[src/rtl/three_digit_segment_display_feeder_unit_macros.svh]
// assertion macros shared by the display feeder modules
`ifndef THREE_DIGIT_SEGMENT_DISPLAY_FEEDER_UNIT_MACROS_SVH
`define THREE_DIGIT_SEGMENT_DISPLAY_FEEDER_UNIT_MACROS_SVH

// same-cycle implication, clocked by clk, off during reset
`define TDSDF_ASSERT(label, ante, cons, msg) \
    label: assert property (@(posedge clk) disable iff (!rst_n) (ante) |-> (cons)) \
        else $error(msg);

// next-cycle implication, clocked by clk, off during reset
`define TDSDF_ASSERT_NEXT(label, ante, cons, msg) \
    label: assert property (@(posedge clk) disable iff (!rst_n) (ante) |=> (cons)) \
        else $error(msg);

`endif

[src/rtl/tdsdf_pkg.sv]
// types, constants and the segment table for the display feeder
package tdsdf_pkg;

    localparam int CFG_INDEX_W = 3;
    localparam int CFG_DATA_W  = 8;

    localparam logic [CFG_INDEX_W-1:0] REG_MODE    = 3'd0;
    localparam logic [CFG_INDEX_W-1:0] REG_DATA    = 3'd1;
    localparam logic [CFG_INDEX_W-1:0] REG_ADDRESS = 3'd2;
    localparam logic [CFG_INDEX_W-1:0] REG_CONTROL = 3'd3;
    localparam logic [CFG_INDEX_W-1:0] REG_POINT   = 3'd4;

    localparam logic [7:0] MODE_RESET    = 8'h06;
    localparam logic [7:0] DATA_RESET    = 8'h40;
    localparam logic [7:0] ADDRESS_RESET = 8'hCD;
    localparam logic [7:0] CONTROL_RESET = 8'h8F;
    localparam logic       POINT_RESET   = 1'b1;

    localparam logic [7:0] POINT_BIT = 8'h80;

    // x / 10 == (x * RECIP10) >> RECIP_SHIFT for any 16-bit x
    localparam logic [16:0] RECIP10     = 17'd52429;
    localparam int          RECIP_SHIFT = 19;

    typedef struct packed {
        logic [7:0] mode_command;
        logic [7:0] data_command;
        logic [7:0] address_command;
        logic [7:0] control_command;
        logic       point_on_hundreds;
    } cfg_t;

    typedef struct packed {
        logic [7:0] units;
        logic [7:0] tens;
        logic [7:0] hundreds;
    } seg_set_t;

    typedef enum logic [2:0] {
        SEQ_MODE,
        SEQ_DATA,
        SEQ_ADDRESS,
        SEQ_UNITS,
        SEQ_TENS,
        SEQ_HUNDREDS,
        SEQ_CONTROL
    } seq_t;

    function automatic logic [7:0] seg_lookup(input logic [3:0] digit);
        logic [7:0] pattern;
        case (digit)
            4'd0:    pattern = 8'h3F;
            4'd1:    pattern = 8'h06;
            4'd2:    pattern = 8'h5B;
            4'd3:    pattern = 8'h4F;
            4'd4:    pattern = 8'h66;
            4'd5:    pattern = 8'h6D;
            4'd6:    pattern = 8'h7D;
            4'd7:    pattern = 8'h07;
            4'd8:    pattern = 8'h7F;
            4'd9:    pattern = 8'h6F;
            default: pattern = 8'h00;
        endcase
        return pattern;
    endfunction

endpackage

[src/rtl/tdsdf_in_if.sv]
// input channel: one value to display per transaction
interface tdsdf_in_if;
    logic        valid;
    logic        ready;
    logic [15:0] shown_value;

    modport source (output valid, output shown_value, input ready);
    modport sink (input valid, input shown_value, output ready);
endinterface

[src/rtl/tdsdf_out_if.sv]
// output channel: one driver byte per transaction
interface tdsdf_out_if;
    logic       valid;
    logic       ready;
    logic [7:0] link_byte;
    logic       frame_start;
    logic       last;

    modport source (output valid, output link_byte, output frame_start, output last,
                    input ready);
    modport sink (input valid, input link_byte, input frame_start, input last,
                  output ready);
endinterface

[src/rtl/three_digit_segment_display_feeder_unit.sv]
// top level of the three-digit segment display feeder
//
// feed (sink): one shown_value per transaction; the low three decimal digits
// are shown. link (source): seven transactions per value, in order mode
// command, data command, address command, units, tens and hundreds segment
// bytes, control command. frame_start marks the four command bytes, last
// marks the control byte. the register port (wr_en, wr_index, wr_data) sets
// the four command bytes and the hundreds decimal point.
// the front splits off one digit per cycle through a shared reciprocal
// multiplier and can take a new value as it pushes the set of the last one;
// the back emits one byte per cycle while the receiver is ready and loads
// the next set as it registers the control byte of the previous one. the front
// keeps accepting while the queue (QUEUE_DEPTH sets) has room.
// reset empties front, queue and output register and loads the command
// registers with their defaults. when the receiver stalls the output byte
// holds, the back stops, and the queue then the front fill before feed.ready
// drops.
module three_digit_segment_display_feeder_unit #(
    parameter int QUEUE_DEPTH = 2
) (
    input  logic                               clk,
    input  logic                               rst_n,
    tdsdf_in_if.sink                           feed,
    tdsdf_out_if.source                        link,
    input  logic                               wr_en,
    input  logic [tdsdf_pkg::CFG_INDEX_W-1:0]  wr_index,
    input  logic [tdsdf_pkg::CFG_DATA_W-1:0]   wr_data
);
    import tdsdf_pkg::*;

    cfg_t     cfg_reg;
    logic     push_valid;
    logic     push_ready;
    seg_set_t push_data;
    logic     pop_valid;
    logic     pop;
    seg_set_t pop_data;

    always_ff @(posedge clk or negedge rst_n)
    begin
        if (!rst_n)
        begin
            cfg_reg.mode_command      <= MODE_RESET;
            cfg_reg.data_command      <= DATA_RESET;
            cfg_reg.address_command   <= ADDRESS_RESET;
            cfg_reg.control_command   <= CONTROL_RESET;
            cfg_reg.point_on_hundreds <= POINT_RESET;
        end
        else if (wr_en)
        begin
            case (wr_index)
                REG_MODE:    cfg_reg.mode_command      <= wr_data;
                REG_DATA:    cfg_reg.data_command      <= wr_data;
                REG_ADDRESS: cfg_reg.address_command   <= wr_data;
                REG_CONTROL: cfg_reg.control_command   <= wr_data;
                REG_POINT:   cfg_reg.point_on_hundreds <= wr_data[0];
                default:     cfg_reg <= cfg_reg;
            endcase
        end
    end

    tdsdf_front u_front (
        .clk               (clk),
        .rst_n             (rst_n),
        .feed              (feed),
        .point_on_hundreds (cfg_reg.point_on_hundreds),
        .push_valid        (push_valid),
        .push_ready        (push_ready),
        .push_data         (push_data)
    );

    tdsdf_queue #(
        .DEPTH (QUEUE_DEPTH)
    ) u_queue (
        .clk        (clk),
        .rst_n      (rst_n),
        .push_valid (push_valid),
        .push_ready (push_ready),
        .push_data  (push_data),
        .pop_valid  (pop_valid),
        .pop        (pop),
        .pop_data   (pop_data)
    );

    tdsdf_back u_back (
        .clk       (clk),
        .rst_n     (rst_n),
        .cfg       (cfg_reg),
        .pop_valid (pop_valid),
        .pop       (pop),
        .pop_data  (pop_data),
        .link      (link)
    );

endmodule

[src/rtl/tdsdf_front.sv]
// front end: accepts values, splits off three decimal digits, maps them to segments
`include "three_digit_segment_display_feeder_unit_macros.svh"

module tdsdf_front (
    input  logic                clk,
    input  logic                rst_n,
    tdsdf_in_if.sink            feed,
    input  logic                point_on_hundreds,
    output logic                push_valid,
    input  logic                push_ready,
    output tdsdf_pkg::seg_set_t push_data
);
    import tdsdf_pkg::*;

    localparam logic [1:0] LAST_STEP = 2'd2;

    logic        busy_reg, busy_next;
    logic [1:0]  step_reg, step_next;
    logic [15:0] rem_reg, rem_next;
    logic [3:0]  units_reg, units_next;
    logic [3:0]  tens_reg, tens_next;

    logic [32:0] prod;
    logic [12:0] quot;
    logic [15:0] quot_x10;
    logic [15:0] rem_diff;
    logic [3:0]  digit;
    logic        last_step;
    logic        accept;

    // one digit per cycle through a reciprocal multiply
    assign prod     = {17'b0, rem_reg} * {16'b0, RECIP10};
    assign quot     = prod[RECIP_SHIFT+12:RECIP_SHIFT];
    assign quot_x10 = {quot, 3'b000} + {2'b00, quot, 1'b0};
    assign rem_diff = rem_reg - quot_x10;
    assign digit    = rem_diff[3:0];

    assign last_step  = busy_reg && (step_reg == LAST_STEP);
    assign push_valid = last_step;
    assign feed.ready = !busy_reg || (last_step && push_ready);
    assign accept     = feed.valid && feed.ready;

    always_comb
    begin
        push_data.units    = seg_lookup(units_reg);
        push_data.tens     = seg_lookup(tens_reg);
        push_data.hundreds = seg_lookup(digit) | (point_on_hundreds ? POINT_BIT : 8'h00);
    end

    always_comb
    begin
        busy_next  = busy_reg;
        step_next  = step_reg;
        rem_next   = rem_reg;
        units_next = units_reg;
        tens_next  = tens_reg;
        if (busy_reg && !last_step)
        begin
            step_next = step_reg + 2'd1;
            rem_next  = {3'b000, quot};
            if (step_reg == 2'd0)
            begin
                units_next = digit;
            end
            else
            begin
                tens_next = digit;
            end
        end
        else if (last_step && push_ready)
        begin
            busy_next = 1'b0;
            step_next = 2'd0;
        end
        if (accept)
        begin
            busy_next = 1'b1;
            step_next = 2'd0;
            rem_next  = feed.shown_value;
        end
    end

    always_ff @(posedge clk or negedge rst_n)
    begin
        if (!rst_n)
        begin
            busy_reg <= 1'b0;
            step_reg <= 2'd0;
        end
        else
        begin
            busy_reg <= busy_next;
            step_reg <= step_next;
        end
    end

    always_ff @(posedge clk)
    begin
        rem_reg   <= rem_next;
        units_reg <= units_next;
        tens_reg  <= tens_next;
    end

    `TDSDF_ASSERT_NEXT(a_accept_starts, feed.valid && feed.ready, busy_reg && step_reg == 2'd0, "front did not start on accepted value")
    `TDSDF_ASSERT(a_idle_step, !busy_reg, step_reg == 2'd0, "front step counter not cleared while idle")

endmodule

[src/rtl/tdsdf_queue.sv]
// short fifo of segment sets between front and back
`include "three_digit_segment_display_feeder_unit_macros.svh"

module tdsdf_queue #(
    parameter int DEPTH = 2
) (
    input  logic                clk,
    input  logic                rst_n,
    input  logic                push_valid,
    output logic                push_ready,
    input  tdsdf_pkg::seg_set_t push_data,
    output logic                pop_valid,
    input  logic                pop,
    output tdsdf_pkg::seg_set_t pop_data
);
    import tdsdf_pkg::*;

    localparam int PW = $clog2(DEPTH);
    localparam int CW = $clog2(DEPTH + 1);

    seg_set_t        entry_reg [DEPTH];
    logic [PW-1:0]   wr_ptr_reg, wr_ptr_next;
    logic [PW-1:0]   rd_ptr_reg, rd_ptr_next;
    logic [CW-1:0]   count_reg, count_next;
    logic            do_push;
    logic            do_pop;

    assign push_ready = count_reg < CW'(DEPTH);
    assign pop_valid  = count_reg != '0;
    assign pop_data   = entry_reg[rd_ptr_reg];
    assign do_push    = push_valid && push_ready;
    assign do_pop     = pop && pop_valid;

    always_comb
    begin
        wr_ptr_next = wr_ptr_reg;
        rd_ptr_next = rd_ptr_reg;
        count_next  = count_reg;
        if (do_push)
        begin
            wr_ptr_next = (wr_ptr_reg == PW'(DEPTH - 1)) ? '0 : wr_ptr_reg + PW'(1);
        end
        if (do_pop)
        begin
            rd_ptr_next = (rd_ptr_reg == PW'(DEPTH - 1)) ? '0 : rd_ptr_reg + PW'(1);
        end
        if (do_push && !do_pop)
        begin
            count_next = count_reg + CW'(1);
        end
        else if (do_pop && !do_push)
        begin
            count_next = count_reg - CW'(1);
        end
    end

    always_ff @(posedge clk or negedge rst_n)
    begin
        if (!rst_n)
        begin
            wr_ptr_reg <= '0;
            rd_ptr_reg <= '0;
            count_reg  <= '0;
        end
        else
        begin
            wr_ptr_reg <= wr_ptr_next;
            rd_ptr_reg <= rd_ptr_next;
            count_reg  <= count_next;
        end
    end

    always_ff @(posedge clk)
    begin
        if (do_push)
        begin
            entry_reg[wr_ptr_reg] <= push_data;
        end
    end

    `TDSDF_ASSERT(a_count_bound, 1'b1, count_reg <= CW'(DEPTH), "queue count beyond depth")

endmodule

[src/rtl/tdsdf_back.sv]
// back end: sequences the seven driver bytes per segment set into the output register
`include "three_digit_segment_display_feeder_unit_macros.svh"

module tdsdf_back (
    input  logic                clk,
    input  logic                rst_n,
    input  tdsdf_pkg::cfg_t     cfg,
    input  logic                pop_valid,
    output logic                pop,
    input  tdsdf_pkg::seg_set_t pop_data,
    tdsdf_out_if.source         link
);
    import tdsdf_pkg::*;

    seq_t       state_reg, state_next;
    logic       active_reg, active_next;
    seg_set_t   set_reg, set_next;
    logic       out_valid_reg;
    logic [7:0] byte_reg;
    logic       frame_start_reg;
    logic       last_reg;

    logic       can_load;
    logic [7:0] emit_byte;
    logic       emit_start;
    logic       emit_last;

    assign can_load = !out_valid_reg || link.ready;
    assign pop = pop_valid &&
                 (!active_reg || (can_load && state_reg == SEQ_CONTROL));

    // next state
    always_comb
    begin
        state_next  = state_reg;
        active_next = active_reg;
        set_next    = set_reg;
        if (pop)
        begin
            state_next  = SEQ_MODE;
            active_next = 1'b1;
            set_next    = pop_data;
        end
        else if (active_reg && can_load)
        begin
            case (state_reg)
                SEQ_MODE:     state_next = SEQ_DATA;
                SEQ_DATA:     state_next = SEQ_ADDRESS;
                SEQ_ADDRESS:  state_next = SEQ_UNITS;
                SEQ_UNITS:    state_next = SEQ_TENS;
                SEQ_TENS:     state_next = SEQ_HUNDREDS;
                SEQ_HUNDREDS: state_next = SEQ_CONTROL;
                SEQ_CONTROL:
                begin
                    state_next  = SEQ_MODE;
                    active_next = 1'b0;
                end
                default:      state_next = SEQ_MODE;
            endcase
        end
    end

    // byte for the current step
    always_comb
    begin
        emit_byte  = 8'h00;
        emit_start = 1'b0;
        emit_last  = 1'b0;
        case (state_reg)
            SEQ_MODE:
            begin
                emit_byte  = cfg.mode_command;
                emit_start = 1'b1;
            end
            SEQ_DATA:
            begin
                emit_byte  = cfg.data_command;
                emit_start = 1'b1;
            end
            SEQ_ADDRESS:
            begin
                emit_byte  = cfg.address_command;
                emit_start = 1'b1;
            end
            SEQ_UNITS:    emit_byte = set_reg.units;
            SEQ_TENS:     emit_byte = set_reg.tens;
            SEQ_HUNDREDS: emit_byte = set_reg.hundreds;
            SEQ_CONTROL:
            begin
                emit_byte  = cfg.control_command;
                emit_start = 1'b1;
                emit_last  = 1'b1;
            end
            default:
            begin
                emit_byte  = 8'h00;
                emit_start = 1'b0;
                emit_last  = 1'b0;
            end
        endcase
    end

    always_ff @(posedge clk or negedge rst_n)
    begin
        if (!rst_n)
        begin
            state_reg     <= SEQ_MODE;
            active_reg    <= 1'b0;
            out_valid_reg <= 1'b0;
        end
        else
        begin
            state_reg  <= state_next;
            active_reg <= active_next;
            if (can_load)
            begin
                out_valid_reg <= active_reg;
            end
        end
    end

    always_ff @(posedge clk)
    begin
        set_reg <= set_next;
        if (can_load && active_reg)
        begin
            byte_reg        <= emit_byte;
            frame_start_reg <= emit_start;
            last_reg        <= emit_last;
        end
    end

    assign link.valid       = out_valid_reg;
    assign link.link_byte   = byte_reg;
    assign link.frame_start = frame_start_reg;
    assign link.last        = last_reg;

    `TDSDF_ASSERT(a_last_has_frame, out_valid_reg && last_reg, frame_start_reg, "last byte without strobe frame")
    `TDSDF_ASSERT_NEXT(a_drain, active_reg && state_reg == SEQ_CONTROL && can_load && !pop_valid, !active_reg, "sequencer did not go idle after control byte")

endmodule

[src/flat_wrapper.sv]
// flat-port wrapper written by rule: the top's interface ports become plain ports
module three_digit_segment_display_feeder_unit_flat import tdsdf_pkg::*;
#(
    parameter int QUEUE_DEPTH = 2
)
  (clk, rst_n, wr_en, wr_index, wr_data, feed_valid, feed_shown_value, feed_ready, link_valid, link_link_byte, link_frame_start, link_last, link_ready);
  tdsdf_in_if feed_i ();
  tdsdf_out_if link_i ();
  input  logic clk;
  input  logic rst_n;
  input  logic wr_en;
  input  logic [tdsdf_pkg::CFG_INDEX_W-1:0] wr_index;
  input  logic [tdsdf_pkg::CFG_DATA_W-1:0] wr_data;
  input wire logic [$bits(feed_i.valid)-1:0] feed_valid;
  input wire logic [$bits(feed_i.shown_value)-1:0] feed_shown_value;
  output wire logic [$bits(feed_i.ready)-1:0] feed_ready;
  output wire logic [$bits(link_i.valid)-1:0] link_valid;
  output wire logic [$bits(link_i.link_byte)-1:0] link_link_byte;
  output wire logic [$bits(link_i.frame_start)-1:0] link_frame_start;
  output wire logic [$bits(link_i.last)-1:0] link_last;
  input wire logic [$bits(link_i.ready)-1:0] link_ready;
  assign feed_i.valid = feed_valid;
  assign feed_i.shown_value = feed_shown_value;
  assign feed_ready = feed_i.ready;
  assign link_valid = link_i.valid;
  assign link_link_byte = link_i.link_byte;
  assign link_frame_start = link_i.frame_start;
  assign link_last = link_i.last;
  assign link_i.ready = link_ready;
  three_digit_segment_display_feeder_unit #(.QUEUE_DEPTH(QUEUE_DEPTH)) u_core (.clk(clk), .rst_n(rst_n), .feed(feed_i), .link(link_i), .wr_en(wr_en), .wr_index(wr_index), .wr_data(wr_data));
endmodule
[config.mk]
export PLATFORM = sky130hd
export DESIGN_NAME = three_digit_segment_display_feeder_unit_flat
export DESIGN_NICKNAME = d
export VERILOG_FILES = /design/src/rtl/tdsdf_pkg.sv /design/src/rtl/tdsdf_in_if.sv /design/src/rtl/tdsdf_out_if.sv /design/src/rtl/three_digit_segment_display_feeder_unit.sv /design/src/rtl/tdsdf_front.sv /design/src/rtl/tdsdf_queue.sv /design/src/rtl/tdsdf_back.sv /design/src/flat_wrapper.sv
export VERILOG_INCLUDE_DIRS = /design/src /design/src/rtl
export SDC_FILE = /design/constraint.sdc
export NUM_CORES = 1
export LEC_CHECK = 0
export BUFFER_PORTS_ARGS = -buffer_cell sky130_fd_sc_hd__buf_4
export CAP_MARGIN = 20
export CORE_MARGIN = 1.5
export CORE_UTILIZATION = 53
export CTS_BUF_LIST = sky130_fd_sc_hd__clkbuf_2 sky130_fd_sc_hd__clkbuf_4 sky130_fd_sc_hd__clkbuf_8
export CTS_CLUSTER_DIAMETER = 50
export DETAILED_ROUTE_END_ITERATION = 6
export PLACE_DENSITY = 0.72
export SLEW_MARGIN = 20
export SYNTH_ARGS = -nofsm -noshare
export SYNTH_HDL_FRONTEND = slang
export SYNTH_HIERARCHICAL = 1
export SYNTH_SLANG_ARGS = --single-unit
[constraint.sdc]
create_clock -name clk -period 16.95 [get_ports clk]
set_clock_uncertainty 0.15 [all_clocks]
set_input_delay 2.5425 -clock clk [delete_from_list [all_inputs] [get_ports clk]]
set_output_delay 2.5425 -clock clk [all_outputs]
set_load 0.05 [all_outputs]
---- Word-level counts from Yosys, hierarchy flattened ----
Memory sizes are Yosys's and may differ from the RTL's. A register that Yosys moved wholly into a read port is not among the register bits.
Cells that the tools add are included.
storage, ports and cells
  register bits after elaboration ......... 79
  bits in latches ......................... 0
  memory bits (writable) .................. 48
  bits in read-only memories .............. 336
  input port bits ......................... 32
  logic and storage cells ................. 111
  memories kept ........................... 4
cells by class
  add/subtract/negate cells ............... 7
  multiply operators ...................... 1
  div/mod/pow operators ................... 0
  $lt $le $gt $ge ......................... 1
  equality and inequality tests ........... 12
  shifts and indexed selects .............. 0
  mux-type cells .......................... 26
  bitwise operators ....................... 2
  reductions and logical operators ........ 39
memory list
  name                      depth  width  read ports  clocked after Yosys merged registers in  write ports  RTL line           source
  (no name shown)           16     7      1           1                                        0            tdsdf_pkg.sv:51    case (digit)
  (no name shown)           16     7      1           1                                        0            tdsdf_pkg.sv:51
  (no name shown)           16     7      1           0                                        0            tdsdf_pkg.sv:51
  u_core.u_queue.entry_reg  2      24     1           1                                        1            tdsdf_queue.sv:21  seg_set_t entry_reg [DEPTH];
operators by type and width
  cell                                                                   count
  8-bit one-hot mux with 7 select lines                                  1
  16-bit by 16-bit multiplier with 32-bit output, second input constant  1
  16-bit two-way mux                                                     2
  3-bit one-hot mux with 6 select lines                                  1
  2-bit AND reduction                                                    9
  3-bit by 2-bit equality test with 1-bit output, second input constant  4
  3-bit equality test, second input constant                             4
  1-bit two-way mux                                                      12
  2-bit nonzero test                                                     6
  1-bit logical AND                                                      10
  2-bit two-way mux                                                      5
  4-bit two-way mux                                                      2
  8-bit two-way mux                                                      1
  8-bit OR                                                               1
  3-bit by 1-bit equality test with 1-bit output, second input constant  2
  1-bit logical NOT                                                      6
  3-bit logical NOT                                                      2
  3-bit two-way mux                                                      2
  2-bit by 1-bit adder with 2-bit output, second input constant          2
  4-bit adder                                                            1
  4-bit OR reduction                                                     1
  4-bit subtractor                                                       1
  1-bit logical OR                                                       3
  3-bit nonzero test                                                     1
  7 further kinds                                                        8

---- Longest topological paths before layout ----
Gate-level depths: netlist (run 1).
  word-level depth ........................ 9
  mapped depth ............................ 31
  mapped depth without buffers ............ 30

---- Modules after synthesis ----
The synthesis (run 1) kept the hierarchy.
modules (own cells, without submodules)
  module                                   instances  cells an instance  area an instance (µm²)
  tdsdf_front                              1          680                6698.9
  tdsdf_queue                              1          92                 2026.9
  tdsdf_back                               1          127                1851.8
  three_digit_segment_display_feeder_unit  1          73                 1287.5

---- Worst setup path after synthesis (run 1) ----
Ideal clock, no wire load.
  path kind ............................... register -> register
  start point ............................. register u_core.u_front.rem_reg[3]
  end point ............................... memory u_core/u_queue/entry_reg[0][0] in the netlist's numbering (data pin)
  library setup time ...................... 265 ps
  arrival time ............................ 6425 ps
  required time ........................... 16535 ps
  path slack .............................. 10110 ps
  stages on the path, launching flop included .. 28
  path buffers ............................ 1
  cell sequence ........................... edfxtp_1 ha_1 inv_1 fa_1 inv_1 fa_1 fa_1 fa_1 inv_1 fa_1 inv_1 ha_1 and4_1 nand2_1 o21ai_1 a21oi_1 xnor2_1 ha_1 or3b_1 nand3_1 o311a_1 and3_4 nor4_4 or2_1 buf_4 inv_4 nand3_1 o21ai_1
RTL lines
  element                 RTL line           source
  from (decl)             tdsdf_front.sv:19  logic [15:0] rem_reg, rem_next;
  from (signal assigned)  tdsdf_front.sv:99  rem_reg <= rem_next;
  to (decl)               tdsdf_queue.sv:21

==> summary.md, run 1 <==
| Metric | Value |
|---|---|
| Status | `completed` |
| Grt ovf | `0` |
| Sequential element share of the synthesized area | `0.388` |
| Area used by multi-input combinational logic | `6440 µm²` |
| Most common cell in the netlist | `inv_1` |
| Crit-path slowest cell | `edfxtp_1` |
| Worst-path clk slew | `80 ps` |
| Hold Path Depth | `0` |
| Tot GR Track Use | `0.209` |
| GP Congestion | `0.922` |
| DR DRC count | `0` |
| Clock latency on the worst-skew pair | `460 ps` |
| Worst-path fanout max | `9` |
| Average routed wire per standard cell | `17.4 µm` |
| Critical Path End Type | `flop` |
| Vias in the first global route | `7237` |
| WL final | `22800 µm` |
| Yosys warning total | `6` |
| Core Box Area | `21900 µm²` |
| Clock sinks | `165` |
| Total Die Area | `23300 µm²` |
| CP Buf/Inv Count | `5` |
| Final ANT Viol Nets | `0` |
| Worst-case reg-to-reg path depth | `28` |
| Critical path required time | `16990 ps` |
| Synth Flop Type | `edfxtp_1` |
| Slew Limit Headroom | `0.318` |
| Total CTS buffers | `17` |
| Area share of the leading cell type in the synthesized netlist | `0.268` |
| Hold_sp | `u_core/u_front/push_data[16]` |
| #FFs+latches synth | `165` |
| Starting Density | `0.542` |
| Vias | `7006` |
| CTS tree | `done` |
| Vias per cell | `5.35` |
| Initial antenna violation count | `0` |
| Worst slew pin tran | `1020 ps` |
| Drt first pass iters | `5` |
| Met3 Usage GRT | `0.0481` |
| Max Root-Sink Buffers | `2` |
| IO Pins | `44` |
| Share of cells above drive strength 1 | `0.177` |
| Final Core Density | `0.584` |
| Period utilization | `0.457` |
| Number of enable flip-flop cells after synthesis | `106` |
| Synthesis-to-finish area growth | `7.75%` |
| Setup Fix Bufs, Post-CTS | `0` |
| Leading area contributor after synthesis | `edfxtp_1` |
| Setup_tns | `0 ps` |
| Met2 usage | `0.321` |
| Seq. cell area | `4610 µm²` |
| Synth area leaders | `edfxtp_1 27%, ha_1 16%, fa_1 13%` |
| Die H | `153 µm` |
| Synth top cells by count | `171 x inv_1, 154 x ha_1, 106 x edfxtp_1, 80 x fa_1, 52 x mux2_2` |
| Tmin final | `7740 ps` |
| Final hold violation count | `0` |
| Initial DRC Count | `426` |
| Hold buffer count at CTS | `0` |
| Final nets | `1283` |
| Hpwl dp | `18400 µm` |
| FFs w/ async S/R, synth | `0.273` |
| Syn_area_per_cell | `12.2 µm²` |
| CTS H-tree depth | `4` |
| Port-buffer cells | `43` |
| Crit. Startpoint | `u_core/u_front/rem_reg[3]` |
| Busiest grt layer | `met2` |
| DIE WIDTH | `153 µm` |
| Fmax | `0.129 GHz` |
| RSZ-0062 raised after global routing | `false` |
| Worst r2r src | `u_core/u_front/rem_reg[3]` |
| Worst hold path class | `reg -> reg` |
| Worst setup path class | `reg -> reg` |
| Largest net degree at the start of global routing | `46` |
| WP depth | `28` |
| GRT met1 Usage | `0.307` |
| Fillcell total | `1825` |
| Worst Path Arrival | `7780 ps` |
| Top delay family on crit path | `adder cells` |
| Root Driver | `clkbuf_8` |
| Post-cts sizing count | `0` |
| Final Max Tran Viols | `0` |
| First-pass GRT wire length | `37900 µm` |
| Max-cap viol count | `0` |
| Post-synthesis cell type count | `72` |
| Row Count | `54` |
| Startpoint types | `flop` |
| R2R Setup Slk | `9210 ps` |
| Cell mode on critical path | `fa_1` |
| Max reg flops | `48` |
| Synthesized area | `11900 µm²` |
| Post-synthesis cell count | `972` |
| Max stage delay on crit path | `540 ps` |
| Ant diodes | `0` |
| Final setup violation count | `0` |
[logic make-up after synthesis]
kind of cell             share of synthesized area
adder cells (fa/ha/maj)                      0.297
buffers and inverters                       0.0694
flip-flops                                   0.388
AND/OR/NAND/NOR                             0.0692
AO/OA/AOI/OAI                               0.0673
multiplexers                                0.0890
XOR/XNOR                                    0.0192
other                                     0.000316
[cell type report]
class | instances | area share
clock inverters | 14 | 0.00969
multi-input cells | 611 | 0.504
flip-flops and latches | 165 | 0.360
clock buffers | 18 | 0.0189
inverters | 173 | 0.0510
well taps | 280 | 0.0274
repair buffers | 49 | 0.0288
[path summary, 6_finish.rpt]
| check | endpoint |
|---|---|
| min reg2reg | u_core/u_queue/entry_reg[1][16] |
| max | u_core/u_queue/entry_reg[0][6] |
| max in group asynchronous | u_core/u_front/step_reg[0] |
| min in group asynchronous | u_core/cfg_reg[24] |
| max reg2reg | u_core/u_queue/entry_reg[0][6] |
| min | u_core/u_queue/entry_reg[1][16] |
[routing by layer]
layer | wire, µm | vias up
met5 | 0 | -
met4 | 199 | 0
met3 | 1450 | 17
met2 | 10100 | 180
met1 | 11100 | 3392
li1 | - | 3417
[layout by cell type, fill, tap and decap left out, drive strengths merged, types with 18 or more instances in the layout]
cell type and n:
inv 178, ha 154, edfxtp 106, fa 80, mux2 71, buf 49, a21oi 39, nand2 38
dfrtp 31, nor2 31, o21ai 26, clkbuf 18
[metrics by stage]
stage | instance area, µm² | hold slack [ps] | cells | worst slack, ps
6_report | 12800 | 283 | 1310 | 9210
5_1_grt | 12800 | 296 | 1310 | 8700
4_1_cts | 12800 | 284 | 1310 | 9250
3_5_place_dp | 12400 | 263 | 1278 | 9300
3_3_place_gp | 12400 | 259 | 1278 | 9560
2_1_floorplan | 11900 | 254 | 973 | 10110
[worst register-to-register path, delay by kind of cell, from the launching register on]
kind,cells,cell delay (ps)
flops,1,540
simple gates,7,1440
xor+xnor,1,220
mux,1,140
fa+ha+maj,8,3450
compound gates,6,1220
buf+inv,5,330
Power of run 1 is not shown: default switching activity piles up to over one toggle a cycle in this logic, so the estimate is an artifact.
==> inputs of run 2 (changes only) <==
==> constraint.sdc (replaced) <==
create_clock -name clk -period 7.5 [get_ports clk]
set_clock_uncertainty 0.15 [all_clocks]
set_input_delay 1.125 -clock clk [delete_from_list [all_inputs] [get_ports clk]]
set_output_delay 1.125 -clock clk [all_outputs]
set_load 0.05 [all_outputs]
==> summary.md, run 2 (synthesis gave the netlist of run 1 again) <==
| Metric | Value |
|---|---|
| Status | `completed` |
| Initial antenna violation count | `0` |
| Max stage delay on crit path | `540 ps` |
| Seq. cell area | `4610 µm²` |
| Vias per cell | `5.35` |
| Clock latency on the worst-skew pair | `440 ps` |
| R2R Setup Slk | `290 ps` |
| CTS tree | `done` |
| Final Max Tran Viols | `0` |
| Average routed wire per standard cell | `17.2 µm` |
| Setup_tns | `0 ps` |
| Worst setup path class | `reg -> reg` |
| Area used by multi-input combinational logic | `6460 µm²` |
| Starting Density | `0.542` |
| Worst slew pin tran | `863 ps` |
| Most frequent cells in the layout | `171 x inv_1, 154 x ha_1, 106 x edfxtp_1, 80 x fa_1, 68 x buf_4` |
| Hpwl dp | `18200 µm` |
| Drt first pass iters | `7` |
| Slew Limit Headroom | `0.425` |
| Die H | `153 µm` |
| Final nets | `1302` |
| Final setup violation count | `0` |
| Largest net degree at the start of global routing | `46` |
| Initial DRC Count | `428` |
| DR DRC count | `0` |
| Critical path required time | `7710 ps` |
| Placed cells | `1285` |
| Period utilization | `0.962` |
| Most common cell after layout, fill and taps aside | `inv_1` |
| Final ANT Viol Nets | `0` |
| RSZ-0062 raised after global routing | `false` |
| Root Driver | `clkbuf_8` |
| First-pass GRT wire length | `38300 µm` |
| DIE WIDTH | `153 µm` |
| Ant diodes | `0` |
| Port-buffer cells | `43` |
| Vias | `7105` |
| Startpoint types | `flop` |
| Fillcell total | `1794` |
| Synthesis-to-finish area growth | `9.50%` |
| Cell mode on critical path | `fa_1` |
| Tmin final | `7210 ps` |
| CP Buf/Inv Count | `4` |
| Total Die Area | `23300 µm²` |
| Worst hold path class | `reg -> reg` |
| Tot GR Track Use | `0.210` |
| Max-cap viol count | `0` |
| Fmax | `0.139 GHz` |
| Grt ovf | `0` |
| Max reg flops | `48` |
| IO Pins | `44` |
| Max Root-Sink Buffers | `2` |
| Top delay family on crit path | `adder cells` |
| Worst Path Arrival | `7430 ps` |
| Worst-path fanout max | `5` |
| Crit-path slowest cell | `fa_1` |
| GP Congestion | `0.952` |
| Row Count | `54` |
| Total CTS buffers | `17` |
| Finished Layout Cells | `1329` |
| Vias in the first global route | `7267` |
| Clock sinks | `165` |
| Critical Path End Type | `flop` |
| Core Box Area | `21900 µm²` |
| CTS H-tree depth | `4` |
| WL final | `22800 µm` |
| Share of cells above drive strength 1 | `0.199` |
| Worst-path clk slew | `90 ps` |
| Final hold violation count | `0` |
-- run 2: cell count changes in the layout (fill, tap and decap cells not counted), moves of 2 or more --
cell / previous run / this run
bufinv_16: 1 / 3
clkinv_1: 2 / 0
a21oi_1: 39 / 37
clkbuf_4: 1 / 3
buf_4: 49 / 68
inv_4: 1 / 3
o21ai_2: 0 / 2
a21oi_2: 0 / 2
inv_6: 5 / 1
-- run 2: cell type report --
type,instances,share of cell area
sequential,165,0.355
clock inverter,12,0.0119
multi-input combinational,611,0.497
tap,280,0.0270
clock buffer,20,0.0197
inverter,173,0.0502
timing repair buffer,68,0.0393
-- run 2: through the flow --
step / instance area (µm²) / setup WS [ps] / hold WS [ps] / utilization
2_1_floorplan: 11900 / 660 / 254 / -
3_5_place_dp: 12500 / 152 / 264 / 0.570
3_3_place_gp: 12500 / 317 / 257 / 0.570
4_1_cts: 12900 / 133 / 283 / 0.588
6_report: 13000 / 287 / 287 / 0.594
5_1_grt: 13000 / 2.72 / 299 / 0.594
-- run 2: repair_timing --
item	CTS	global route
hold buffers	0	0
setup endpoints to repair	0	30
buffers inserted	0	12
resized for setup	0	6
-- run 2: path summary, 6_finish.rpt --
check | cells after the start | to | from
max | 25 | u_core/u_front/push_data[21] | u_core/u_front/rem_reg[8]
min | 0 | u_core/u_queue/entry_reg[0][9] | u_core/u_front/push_data[9]
max reg2reg | 25 | u_core/u_front/push_data[21] | u_core/u_front/rem_reg[8]
min reg2reg | 0 | u_core/u_queue/entry_reg[0][9] | u_core/u_front/push_data[9]
max in group asynchronous | 1 | u_core/u_front/busy_reg | rst_n
min in group asynchronous | 1 | u_core/cfg_reg[13] | rst_n
-- run 2: worst reg2reg max path, cell delays in order (launching register included) --
cell and delay [ps]:
edfxtp_1 530, ha_1 380, inv_1 90, fa_1 540, inv_1 60, fa_1 500
fa_1 430, fa_1 520, fa_1 440, ha_1 320, and4_1 280, nand2_1 160
o21ai_2 210, a21oi_2 100, xnor2_1 170, ha_1 330, or3b_1 380, nand2_1 90
a211oi_1 50, mux2i_1 250, and3_4 260, nor4_4 50, buf_4 170, o31ai_4 290
buf_4 190, mux2i_1 220
-- run 2: metal layers --
layer,share of wire,track usage
met3,0.047,0.0444
met2,0.46,0.326
met1,0.49,0.307
met4,0.0081,0.0403
met5,0,0
Power of run 2 is left out for the same reason.
==> inputs of run 3 (changes only) <==
--- a/config.mk
+++ b/config.mk
@@ -9,11 +9,11 @@
 export BUFFER_PORTS_ARGS = -buffer_cell sky130_fd_sc_hd__buf_4
 export CAP_MARGIN = 20
 export CORE_MARGIN = 1.5
-export CORE_UTILIZATION = 53
+export CORE_UTILIZATION = 50
 export CTS_BUF_LIST = sky130_fd_sc_hd__clkbuf_2 sky130_fd_sc_hd__clkbuf_4 sky130_fd_sc_hd__clkbuf_8
 export CTS_CLUSTER_DIAMETER = 50
 export DETAILED_ROUTE_END_ITERATION = 6
-export PLACE_DENSITY = 0.72
+export PLACE_DENSITY = 0.69
 export SLEW_MARGIN = 20
 export SYNTH_ARGS = -nofsm -noshare
 export SYNTH_HDL_FRONTEND = slang
==> summary.md, run 3 (synthesis gave the netlist of run 1 again) <==
| Metric | Value |
|---|---|
| Status | `completed` |
| Worst-path clk slew | `80 ps` |
| WL final | `23000 µm` |
| Final hold violation count | `0` |
| Largest net degree at the start of global routing | `46` |
| R2r endpoint | `u_core/u_front/push_data[22]` |
| Row Count | `56` |
| Startpoint types | `flop` |
| Crit. Startpoint | `u_core/u_front/rem_reg[3]` |
| GP Congestion | `0.917` |
| Final Max Tran Viols | `0` |
| Worst-case reg-to-reg path depth | `27` |
| Max-cap viol count | `0` |
| Worst hold path class | `reg -> reg` |
| Most common cell after layout, fill and taps aside | `inv_1` |
| CTS tree | `done` |
| Final ANT Viol Nets | `0` |
| Core Box Area | `23400 µm²` |
| Worst r2r src | `u_core/u_front/rem_reg[3]` |
| Vias per cell | `5.15` |
| Synthesis-to-finish area growth | `10.3%` |
| Critical path required time | `7720 ps` |
| Critical Path End Type | `flop` |
| Most frequent cells in the layout | `171 x inv_1, 153 x ha_1, 106 x edfxtp_1, 80 x fa_1, 74 x buf_4` |
| Vias in the first global route | `7267` |
| Hpwl dp | `18400 µm` |
| Worst Path Arrival | `7360 ps` |
| CTS H-tree depth | `4` |
| Final setup violation count | `0` |
| DR DRC count | `0` |
| Setup_tns | `0 ps` |
| DIE WIDTH | `157 µm` |
| Hold buffer count at CTS | `0` |
| Max reg flops | `48` |
| Root Driver | `clkbuf_8` |
| Ant diodes | `0` |
| Total CTS buffers | `17` |
| Share of cells above drive strength 1 | `0.206` |
| Clock latency on the worst-skew pair | `460 ps` |
| Initial antenna violation count | `0` |
| Fmax | `0.140 GHz` |
| Tmin final | `7140 ps` |
| R2R Setup Slk | `360 ps` |
| First-pass GRT wire length | `37600 µm` |
| Average routed wire per standard cell | `16.7 µm` |
| Worst setup path class | `reg -> reg` |
| Max Root-Sink Buffers | `2` |
| Die H | `157 µm` |
| Worst Setup EP | `u_core/u_front/push_data[22]` |
| Initial DRC Count | `403` |
| Total Die Area | `24700 µm²` |
| Starting Density | `0.507` |
| IO Pins | `44` |
| Port-buffer cells | `43` |
| Vias | `7075` |
| Grt ovf | `0` |
| Worst slew pin tran | `871 ps` |
| Tot GR Track Use | `0.202` |
| Final nets | `1308` |
| Clock sinks | `165` |
| Slew Limit Headroom | `0.418` |
| Worst-path fanout max | `5` |
| Period utilization | `0.952` |
| RSZ-0062 raised after global routing | `false` |
| Drt first pass iters | `4` |
==> run 3: changes by cell type in the layout (fill, tap and decap cells not counted), sizes merged <==
cell,before,now
buf,68,74
inv,176,180
clkinv,5,2
bufinv,3,2
==> run 3: cell type report <==
cell class              count  area (µm²)
clock inverters            12         140
inverters                 173         652
fillers                  1991       10300
repair buffers             74         556
clock buffers              20         263
flip-flops and latches    165        4610
multi-input cells         611        6470
well taps                 319         399
==> run 3: through the flow <==
stage / setup slack, ps / hold WS (ps) / instance area, µm² / utilization / cells
6_report: 361 / 287 / 13100 / 0.559 / 1374
2_1_floorplan: 660 / 254 / 11900 / - / 973
4_1_cts: 108 / 290 / 12900 / 0.553 / 1359
5_1_grt: 3.46 / 297 / 13100 / 0.559 / 1374
3_3_place_gp: 303 / 257 / 12500 / 0.536 / 1327
3_5_place_dp: 136 / 269 / 12500 / 0.536 / 1327
==> run 3: worst min path at each step <==
stage                                      endpoint  slack [ps]                          from  cells past startpoint
floorplan           u_core/u_queue/entry_reg[0][10]         250  u_core/u_front/push_data[10]                      0
global placement    u_core/u_queue/entry_reg[0][18]         260  u_core/u_front/push_data[18]                      0
detailed placement  u_core/u_queue/entry_reg[1][14]         270  u_core/u_front/push_data[14]                      0
CTS                 u_core/u_queue/entry_reg[0][14]         290  u_core/u_front/push_data[14]                      0
global route        u_core/u_queue/entry_reg[0][20]         300  u_core/u_front/push_data[20]                      0
finish              u_core/u_queue/entry_reg[0][14]         290  u_core/u_front/push_data[14]                      0
==> run 3: what timing repair did <==
action                     CTS  global route
setup endpoints to repair    0            30
resized for setup            0             8
setup buffers                0            15
==> run 3: critical path, stage by stage, from the launching register on <==
cell and delay (ps):
edfxtp_1 450, ha_1 400, inv_1 90, fa_1 500, inv_1 50, fa_1 530
fa_1 440, fa_1 490, inv_1 50, fa_1 470, inv_1 40, ha_1 280
and4_1 280, nand2_1 170, o21ai_2 220, a21oi_2 100, xnor2_1 170, ha_1 340
or3b_1 370, nand2_1 80, a211oi_1 50, mux2i_1 230, and3_4 250, nor4_4 50
buf_4 180, o31ai_4 270, buf_4 190, mux2i_1 200
==> run 3: per-layer routing <==
metal / vias up / GRT usage / wire (µm)
met5: - / 0 / 0
met4: 0 / 0.0467 / 329
met3: 19 / 0.0556 / 1360
met2: 174 / 0.323 / 10600
met1: 3415 / 0.274 / 10700
li1: 3467 / - / -
Power of run 3 is left out for the same reason.
